File: config.mk
export PLATFORM = sky130hd
export DESIGN_NAME = hid_descriptor_report_id_filter_unit_flat
export DESIGN_NICKNAME = d
export VERILOG_FILES = /design/src/hdrf_pkg.sv /design/src/hdrf_in_if.sv /design/src/hdrf_out_if.sv /design/src/hdrf_ram.sv /design/src/hid_descriptor_report_id_filter_unit.sv /design/src/flat_wrapper.sv
export SDC_FILE = /design/constraint.sdc
export NUM_CORES = 1
export LEC_CHECK = 0
export ABC_CLOCK_PERIOD_IN_PS = 3200
export BUFFER_PORTS_ARGS = -buffer_cell sky130_fd_sc_hd__buf_2
export CORE_ASPECT_RATIO = 0.6
export CORE_UTILIZATION = 50
export DETAILED_ROUTE_END_ITERATION = 8
export GPL_ROUTABILITY_DRIVEN = 0
export GPL_TIMING_DRIVEN = 0
export PLACE_DENSITY_LB_ADDON = 0.12
export SETUP_SLACK_MARGIN = 0.02
export SYNTH_ARGS = -nofsm -noshare
export SYNTH_HDL_FRONTEND = slang
export SYNTH_SLANG_ARGS = --single-unit
File: constraint.sdc
create_clock -name clk -period 3.2 [get_ports clk]
set_input_delay 0.48 -clock clk [delete_from_list [all_inputs] [get_ports clk]]
set_output_delay 0.48 -clock clk [all_outputs]
set_load 0.01 [all_outputs]
File: src/hdrf_pkg.sv
// hdrf_pkg: shared types and constants of the hid descriptor report id filter
// no dependencies; used by the interfaces, the top level and the testbench
package hdrf_pkg;

  localparam int MAX_IDS_DEF = 16;
  localparam int ID_W        = 24;
  localparam int OP_W        = 2;
  localparam int BYTE_W      = 8;
  localparam int COUNT_OUT_W = 5;
  localparam int DATA_W      = 32;
  localparam int ADDR_W      = 3;

  localparam logic [ID_W-1:0] VENDOR_PAGE_RESET = 24'h0000FF;
  localparam logic [5:0]      TAG_PAGE          = 6'd1;
  localparam logic [5:0]      TAG_RID           = 6'd33;
  localparam logic            REG_VENDOR_PAGE   = 1'b0;

  typedef enum logic [OP_W-1:0] {
    OP_CLEAR = 2'd0,
    OP_BYTE  = 2'd1,
    OP_CHECK = 2'd2,
    OP_NONE  = 2'd3
  } op_t;

  typedef enum logic [1:0] {
    KIND_OTHER = 2'd0,
    KIND_PAGE  = 2'd1,
    KIND_RID   = 2'd2
  } kind_t;

  typedef enum logic [1:0] {
    S_IDLE  = 2'd0,
    S_CHECK = 2'd1,
    S_EMIT  = 2'd2
  } state_t;

endpackage

File: src/hdrf_in_if.sv
// hdrf_in_if: valid/ready channel carrying one input word (operation, data byte)
// depends on hdrf_pkg
interface hdrf_in_if;
  import hdrf_pkg::*;

  logic              valid;
  logic              ready;
  logic [OP_W-1:0]   operation;
  logic [BYTE_W-1:0] data_byte;

  modport source (output valid, operation, data_byte, input ready);
  modport sink   (input valid, operation, data_byte, output ready);
endinterface

File: src/hdrf_out_if.sv
// hdrf_out_if: valid/ready channel carrying one result word
// depends on hdrf_pkg
interface hdrf_out_if;
  import hdrf_pkg::*;

  logic                   valid;
  logic                   ready;
  logic                   id_valid;
  logic [COUNT_OUT_W-1:0] ids_stored;
  logic                   table_overflow;

  modport source (output valid, id_valid, ids_stored, table_overflow, input ready);
  modport sink   (input valid, id_valid, ids_stored, table_overflow, output ready);
endinterface

File: src/hdrf_ram.sv
// hdrf_ram: generic single write port, single read port ram with registered read
// no dependencies
module hdrf_ram #(
  parameter int WIDTH = 24,
  parameter int DEPTH = 16,
  localparam int AW = (DEPTH > 1) ? $clog2(DEPTH) : 1
) (
  input  logic             clk,
  input  logic             we,
  input  logic [AW-1:0]    waddr,
  input  logic [WIDTH-1:0] wdata,
  input  logic [AW-1:0]    raddr,
  output logic [WIDTH-1:0] rdata
);

  logic [WIDTH-1:0] mem [DEPTH];

  always_ff @(posedge clk) begin
    if (we) begin
      mem[waddr] <= wdata;
    end
    rdata <= mem[raddr];
  end

endmodule

File: src/hid_descriptor_report_id_filter_unit.sv
// hid_descriptor_report_id_filter_unit: short item parser with report id table
// depends on hdrf_pkg, hdrf_in_if, hdrf_out_if, hdrf_ram
// clear, descriptor byte and unused op: accept moves to S_EMIT, which loads the result
// check: S_CHECK scans the table, one table entry read and compared per cycle
// through the single read port of the id table ram; one word in flight at a time
// synchronous reset clears parser, usage page, count, overflow; vendor_page to 0xff
module hid_descriptor_report_id_filter_unit #(
  parameter int MAX_IDS = hdrf_pkg::MAX_IDS_DEF
) (
  input  logic                        clk,
  input  logic                        rst,
  hdrf_in_if.sink                     req,
  hdrf_out_if.source                  rsp,
  input  logic                        psel,
  input  logic                        penable,
  input  logic                        pwrite,
  input  logic [hdrf_pkg::ADDR_W-1:0] paddr,
  input  logic [hdrf_pkg::DATA_W-1:0] pwdata,
  output logic [hdrf_pkg::DATA_W-1:0] prdata,
  output logic                        pready
);
  import hdrf_pkg::*;

  localparam int CNT_W = $clog2(MAX_IDS + 1);
  localparam int AW    = (MAX_IDS > 1) ? $clog2(MAX_IDS) : 1;

  state_t state, state_next;

  logic [ID_W-1:0]  vendor_page;
  logic [1:0]       bytes_left, bytes_left_next;
  kind_t            item_kind, item_kind_next;
  logic [ID_W-1:0]  item_value, item_value_next;
  logic [ID_W-1:0]  usage_page, usage_page_next;
  logic [CNT_W-1:0] id_count, id_count_next;
  logic             overflow_seen, overflow_seen_next;

  logic [CNT_W-1:0]  idx, idx_next;
  logic              cmp_ok, cmp_ok_next;
  logic              cmp_last, cmp_last_next;
  logic              res_hit, res_hit_next;
  logic [BYTE_W-1:0] chk_byte, chk_byte_next;

  logic                   out_valid;
  logic                   out_id_valid;
  logic [COUNT_OUT_W-1:0] out_ids;
  logic                   out_ovf;

  logic            accept;
  logic            clear_req;
  logic            byte_take;
  logic            out_load;
  logic            hit;
  logic            ram_we;
  logic [ID_W-1:0] ram_wdata;
  logic [AW-1:0]   ram_raddr;
  logic [ID_W-1:0] ram_rdata;
  logic [31:0]     cnt_ext;
  logic            cfg_we;

  // config port
  assign pready = 1'b1;
  assign cfg_we = psel && penable && pwrite && (paddr[2] == REG_VENDOR_PAGE);
  assign prdata = (paddr[2] == REG_VENDOR_PAGE) ? {{(DATA_W-ID_W){1'b0}}, vendor_page}
                                                : '0;

  always_ff @(posedge clk) begin
    if (rst) begin
      vendor_page <= VENDOR_PAGE_RESET;
    end else if (cfg_we) begin
      vendor_page <= pwdata[ID_W-1:0];
    end
  end

  assign req.ready = (state == S_IDLE);
  assign accept    = req.valid && req.ready;

  assign rsp.valid          = out_valid;
  assign rsp.id_valid       = out_id_valid;
  assign rsp.ids_stored     = out_ids;
  assign rsp.table_overflow = out_ovf;

  assign hit     = (ram_rdata == {{(ID_W-BYTE_W){1'b0}}, chk_byte});
  assign cnt_ext = 32'(id_count);

  hdrf_ram #(
    .WIDTH (ID_W),
    .DEPTH (MAX_IDS)
  ) u_id_table (
    .clk   (clk),
    .we    (ram_we),
    .waddr (id_count[AW-1:0]),
    .wdata (ram_wdata),
    .raddr (ram_raddr),
    .rdata (ram_rdata)
  );

  // sequencer
  always_comb begin
    state_next    = state;
    idx_next      = idx;
    cmp_ok_next   = cmp_ok;
    cmp_last_next = cmp_last;
    res_hit_next  = res_hit;
    chk_byte_next = chk_byte;
    ram_raddr     = idx[AW-1:0];
    clear_req     = 1'b0;
    byte_take     = 1'b0;
    out_load      = 1'b0;
    case (state)
      S_IDLE: begin
        if (accept) begin
          res_hit_next = 1'b0;
          state_next   = S_EMIT;
          case (op_t'(req.operation))
            OP_CLEAR: clear_req = 1'b1;
            OP_BYTE:  byte_take = 1'b1;
            OP_CHECK: begin
              chk_byte_next = req.data_byte;
              idx_next      = '0;
              cmp_ok_next   = 1'b0;
              cmp_last_next = 1'b0;
              if (id_count != '0) begin
                state_next = S_CHECK;
              end
            end
            default: ;
          endcase
        end
      end
      S_CHECK: begin
        if (cmp_ok && hit) begin
          res_hit_next = 1'b1;
          state_next   = S_EMIT;
        end else if (cmp_ok && cmp_last) begin
          state_next = S_EMIT;
        end else begin
          cmp_ok_next   = 1'b1;
          cmp_last_next = (CNT_W'(idx + 1'b1) == id_count);
          idx_next      = CNT_W'(idx + 1'b1);
        end
      end
      S_EMIT: begin
        if (!out_valid || rsp.ready) begin
          out_load   = 1'b1;
          state_next = S_IDLE;
        end
      end
      default: state_next = S_IDLE;
    endcase
  end

  // short item parser
  always_comb begin
    logic [1:0]      bl;
    logic [ID_W-1:0] val;
    kind_t           kind;
    bl                 = bytes_left;
    val                = item_value;
    kind               = item_kind;
    bytes_left_next    = bytes_left;
    item_kind_next     = item_kind;
    item_value_next    = item_value;
    usage_page_next    = usage_page;
    id_count_next      = id_count;
    overflow_seen_next = overflow_seen;
    ram_we             = 1'b0;
    ram_wdata          = item_value;
    if (clear_req) begin
      bytes_left_next    = '0;
      item_kind_next     = KIND_OTHER;
      item_value_next    = '0;
      usage_page_next    = '0;
      id_count_next      = '0;
      overflow_seen_next = 1'b0;
    end else if (byte_take) begin
      if (bytes_left == 2'd0) begin
        bl  = req.data_byte[1:0];
        val = '0;
        if (req.data_byte[7:2] == TAG_PAGE) begin
          kind = KIND_PAGE;
        end else if (req.data_byte[7:2] == TAG_RID) begin
          kind = KIND_RID;
        end else begin
          kind = KIND_OTHER;
        end
      end else begin
        bl  = bytes_left - 2'd1;
        val = {item_value[ID_W-BYTE_W-1:0], req.data_byte};
      end
      bytes_left_next = bl;
      if (bl == 2'd0) begin
        item_kind_next  = KIND_OTHER;
        item_value_next = '0;
        case (kind)
          KIND_PAGE: usage_page_next = val;
          KIND_RID: begin
            if (usage_page == vendor_page) begin
              if (id_count < CNT_W'(MAX_IDS)) begin
                ram_we        = 1'b1;
                ram_wdata     = val;
                id_count_next = CNT_W'(id_count + 1'b1);
              end else begin
                overflow_seen_next = 1'b1;
              end
            end
          end
          default: ;
        endcase
      end else begin
        item_kind_next  = kind;
        item_value_next = val;
      end
    end
  end

  always_ff @(posedge clk) begin
    if (rst) begin
      state         <= S_IDLE;
      bytes_left    <= '0;
      item_kind     <= KIND_OTHER;
      item_value    <= '0;
      usage_page    <= '0;
      id_count      <= '0;
      overflow_seen <= 1'b0;
      out_valid     <= 1'b0;
      cmp_ok        <= 1'b0;
      cmp_last      <= 1'b0;
    end else begin
      state         <= state_next;
      bytes_left    <= bytes_left_next;
      item_kind     <= item_kind_next;
      item_value    <= item_value_next;
      usage_page    <= usage_page_next;
      id_count      <= id_count_next;
      overflow_seen <= overflow_seen_next;
      cmp_ok        <= cmp_ok_next;
      cmp_last      <= cmp_last_next;
      if (out_load) begin
        out_valid <= 1'b1;
      end else if (rsp.ready) begin
        out_valid <= 1'b0;
      end
    end
  end

  always_ff @(posedge clk) begin
    idx      <= idx_next;
    res_hit  <= res_hit_next;
    chk_byte <= chk_byte_next;
    if (out_load) begin
      out_id_valid <= res_hit;
      out_ids      <= cnt_ext[COUNT_OUT_W-1:0];
      out_ovf      <= overflow_seen;
    end
  end

  a_count_bound: assert property (@(posedge clk) disable iff (rst)
    id_count <= CNT_W'(MAX_IDS))
    else $error("id count past table size");

  a_overflow_full: assert property (@(posedge clk) disable iff (rst)
    overflow_seen |-> (id_count == CNT_W'(MAX_IDS)))
    else $error("overflow flagged with room left in table");

  a_write_room: assert property (@(posedge clk) disable iff (rst)
    ram_we |-> (id_count < CNT_W'(MAX_IDS)))
    else $error("table write with table full");

  a_scan_bound: assert property (@(posedge clk) disable iff (rst)
    (state == S_CHECK) |-> (idx <= id_count && id_count != '0))
    else $error("check scan past recorded ids");

  a_check_exit: assert property (@(posedge clk) disable iff (rst)
    (state == S_CHECK && cmp_ok && cmp_last) |=> (state == S_EMIT))
    else $error("check scan did not end after last entry");

endmodule

File: src/flat_wrapper.sv
// flat-port wrapper written by rule: the top's interface ports become plain ports
module hid_descriptor_report_id_filter_unit_flat import hdrf_pkg::*;
#(
  parameter int MAX_IDS = hdrf_pkg::MAX_IDS_DEF
)
  (clk, rst, psel, penable, pwrite, paddr, pwdata, prdata, pready, req_valid, req_operation, req_data_byte, req_ready, rsp_valid, rsp_id_valid, rsp_ids_stored, rsp_table_overflow, rsp_ready);
  hdrf_in_if req_i ();
  hdrf_out_if rsp_i ();
  input  logic clk;
  input  logic rst;
  input  logic psel;
  input  logic penable;
  input  logic pwrite;
  input  logic [hdrf_pkg::ADDR_W-1:0] paddr;
  input  logic [hdrf_pkg::DATA_W-1:0] pwdata;
  output logic [hdrf_pkg::DATA_W-1:0] prdata;
  output logic pready;
  input wire logic [$bits(req_i.valid)-1:0] req_valid;
  input wire logic [$bits(req_i.operation)-1:0] req_operation;
  input wire logic [$bits(req_i.data_byte)-1:0] req_data_byte;
  output wire logic [$bits(req_i.ready)-1:0] req_ready;
  output wire logic [$bits(rsp_i.valid)-1:0] rsp_valid;
  output wire logic [$bits(rsp_i.id_valid)-1:0] rsp_id_valid;
  output wire logic [$bits(rsp_i.ids_stored)-1:0] rsp_ids_stored;
  output wire logic [$bits(rsp_i.table_overflow)-1:0] rsp_table_overflow;
  input wire logic [$bits(rsp_i.ready)-1:0] rsp_ready;
  assign req_i.valid = req_valid;
  assign req_i.operation = req_operation;
  assign req_i.data_byte = req_data_byte;
  assign req_ready = req_i.ready;
  assign rsp_valid = rsp_i.valid;
  assign rsp_id_valid = rsp_i.id_valid;
  assign rsp_ids_stored = rsp_i.ids_stored;
  assign rsp_table_overflow = rsp_i.table_overflow;
  assign rsp_i.ready = rsp_ready;
  hid_descriptor_report_id_filter_unit #(.MAX_IDS(MAX_IDS)) u_core (.clk(clk), .rst(rst), .req(req_i), .rsp(rsp_i), .psel(psel), .penable(penable), .pwrite(pwrite), .paddr(paddr), .pwdata(pwdata), .prdata(prdata), .pready(pready));
endmodule
==> flow_summary.toml <==
[yosys]
synthArstFlopShare = 0
yosys-top-cells-area = "edfxtp_1, dfxtp_1, mux2i_1, mux4_2, a221oi_1"
yosysMostFrequentCell = "edfxtp_1"
ys_seq_area_frac = 0.701
ys_ff_latch = 516
postSynthCellCount = 1332
synth-edff-count = 405
synth_common_cells = "edfxtp_1, mux2i_1, dfxtp_1"
synth_warnings = 0
yosysTopAreaCellShare = 0.592
ys_types = 52
syn_area_per_cell_um2 = 15.4
synth_flop_cell = "edfxtp_1"
syn_area_um2 = 20500
synth_largest_area_cell = "edfxtp_1"

[sta]
layout_setup_ws_ps = 132
max_freq_mhz = 326
setup_viol = 0
fin_crit_sh = 0.959
slew_violations = 0
timing.hold.ws_ps = 128
tns_ps = 0
period_needed_ps = 3070
slew_headroom = 0.207
hold_viol = 0
worst_pin_slew_ps = 1180
rsz0062_at_grt = "false"
skew_ps = 19.1

[clocking]
cts_made_buffers = 46
cts_tree = "done"
cts.sinks = 516
clk_latency_ps = 570
h-tree-depth = 2
clock-root-buffer = "clkbuf_16"
clockBufferDepth = 3
cts.clk_slew.worst_paths_ps = 70

[final_layout]
drive_above_1_share = 0.182
final_cell_count_no_fill = 2035
area_delta_synth_final_pct = 13.7
antenna_cells_inserted = 0
multi_input_area_um2 = 5870
nets = 1523
seqCellArea_um2 = 14400
nFillCells = 3149

[floorplan]
rows = 57
io_pins = 94
dieArea_um2 = 41900
initial_utilization = 0.508
coreArea_um2 = 40400
die_y_um = 159
die_x_um = 264

[detailed_routing]
postRouteWirelength_mm = 53.5
first_iter_violations = 1370
dr.pass1.iters = 5
post_drt_wl_per_cell_um = 26.3
via_per_inst = 5.93
vias = 12065
antenna_left = 0
drcViolationCount = 0

[global_route]
grt_first_pass_wirelength_mm = 76.8
grt_max_degree = 25
groute.usage.overall = 0.256
overflow = 0
grt_pass1_vias = 11096
antenna_found_initial = 0

[placement]
post-place-cells = 1948
port_buffers = 74
dp_slack_ps = -949
dp_hpwl_mm = 36.4

[job]
maxCapViolCount = 0

[power_and_ir_drop]
p_leak_nw = 9.08
powerDensity_nw_per_um2 = 561
fin_total_pwr_mw = 13.1
ir_worst_vdd_mv = 0.417

[min_path]
hold_class = "primary input to register"

[critical_path]
worst-endpoint-arrival_ps = 3260
r2r_setup_slack_ps = 130
critPathMaxFanout = 24
start_kind = "register"
end_kind = "register"
critPathKind = "register to register"
cp.required_ps = 3390

[outcome]
status = "finished, final reports clean"
-- worst paths after layout --
kind	start	endpoint	depth (start not counted)
worst min register to register	u_core.res_hit$_DFFE_PP_	u_core.rsp.id_valid$_DFFE_PP_	0
worst min-delay path	pwdata[7]	u_core.vendor_page[7]$_SDFFE_PP1P_	3
worst max-delay path	u_core.vendor_page[19]$_SDFFE_PP0P_	u_core.u_id_table.mem[8][14]$_DFFE_PP_	6
worst max register to register	u_core.vendor_page[19]$_SDFFE_PP0P_	u_core.u_id_table.mem[8][14]$_DFFE_PP_	6
-- flip-flops by register name, summed over array words and instances (netlist names), 2 cells and up --
register	flops
u_core.u_id_table.mem	384
u_core.item_value	24
u_core.u_id_table.rdata	24
u_core.usage_page	24
u_core.vendor_page	24
u_core.chk_byte	8
u_core.id_count	5
u_core.idx	5
u_core.rsp.ids_stored	5
u_core.bytes_left	2
u_core.item_kind	2
u_core.state	2
-- cell type report --
class / instances / area share
sequential: 516 / 0.616
inverter: 10 / 0.00161
multi-input combinational: 728 / 0.252
buffer: 85 / 0.0168
timing repair buffer: 79 / 0.0208
tap: 531 / 0.0285
clock buffer: 62 / 0.0563
clock inverter: 24 / 0.00820
-- logic make-up (layout without fill, tap and decap cells) --
kind of cell,Yosys count,count (layout),synth area share
other,2,9,0.000366
multiplexers,197,197,0.127
flip-flops,516,516,0.701
XOR/XNOR,40,40,0.0171
adder cells (fa/ha/maj),5,5,0.00305
AO/OA/AOI/OAI,161,161,0.0522
AND/OR/NAND/NOR,316,316,0.0796
buffers and inverters,95,260,0.0202
-- metrics by stage --
stage | util | cell area [um2]
after floorplan | - | 20600
after global placement | 0.534 | 21600
after detailed placement | 0.537 | 21700
after CTS | 0.574 | 23200
after global routing | 0.577 | 23300
final | 0.577 | 23300
-- critical path, cell delays in order (launching register included) --
cell and delay [ps]:
dfxtp_1 340, xor2_1 250, nor4_2 630, nand3_1 300
nor3_4 340, clkbuf_4 260, and3_4 570
-- layer usage --
metal | GRT usage | wire length, um | vias up
li1 | - | - | 5378
met1 | 0.424 | 26600 | 6112
met5 | 0.0248 | 0 | -
met2 | 0.315 | 20000 | 514
met3 | 0.0882 | 6120 | 61
met4 | 0.0492 | 778 | 0
-- power by group --
| part | switching, mW | leakage (nW) | total (mW) | internal [mW] |
|---|---|---|---|---|
| Sequential | 0.0188 | 5.49 | 7.18 | 7.16 |
| Combinational | 0.238 | 2.86 | 0.359 | 0.121 |
| Clock | 2.44 | 0.737 | 5.56 | 3.13 |
-- layout by cell type, fill, tap and decap left out, drive strengths merged, types with 3 or more instances in the layout --
cell,instances
xnor2,13
clkbuf,121
a221oi,48
nand2b,6
edfxtp,405
inv,10
a21oi,50
dfxtp,111
or4b,4
a31oi,3
mux4,48
nor3,5
nand2,106
nor2,41
ha,5
and3,20
nand3,32
and4,3
nor4,19
o21ai,28
bufinv,3
nand3b,9
nor2b,28
clkinv,19
xor2,27
mux2i,124
nand4,8
mux2,25
buf,104
conb,9
and2,26
a22oi,24
-- timing repair --
item,CTS,global route
gates resized for setup,9,46
pin swaps,1,3
buffers inserted,0,1
hold buffers,0,0
setup endpoints to repair,344,671
Note: power is estimated with default switching activity, not from simulation.
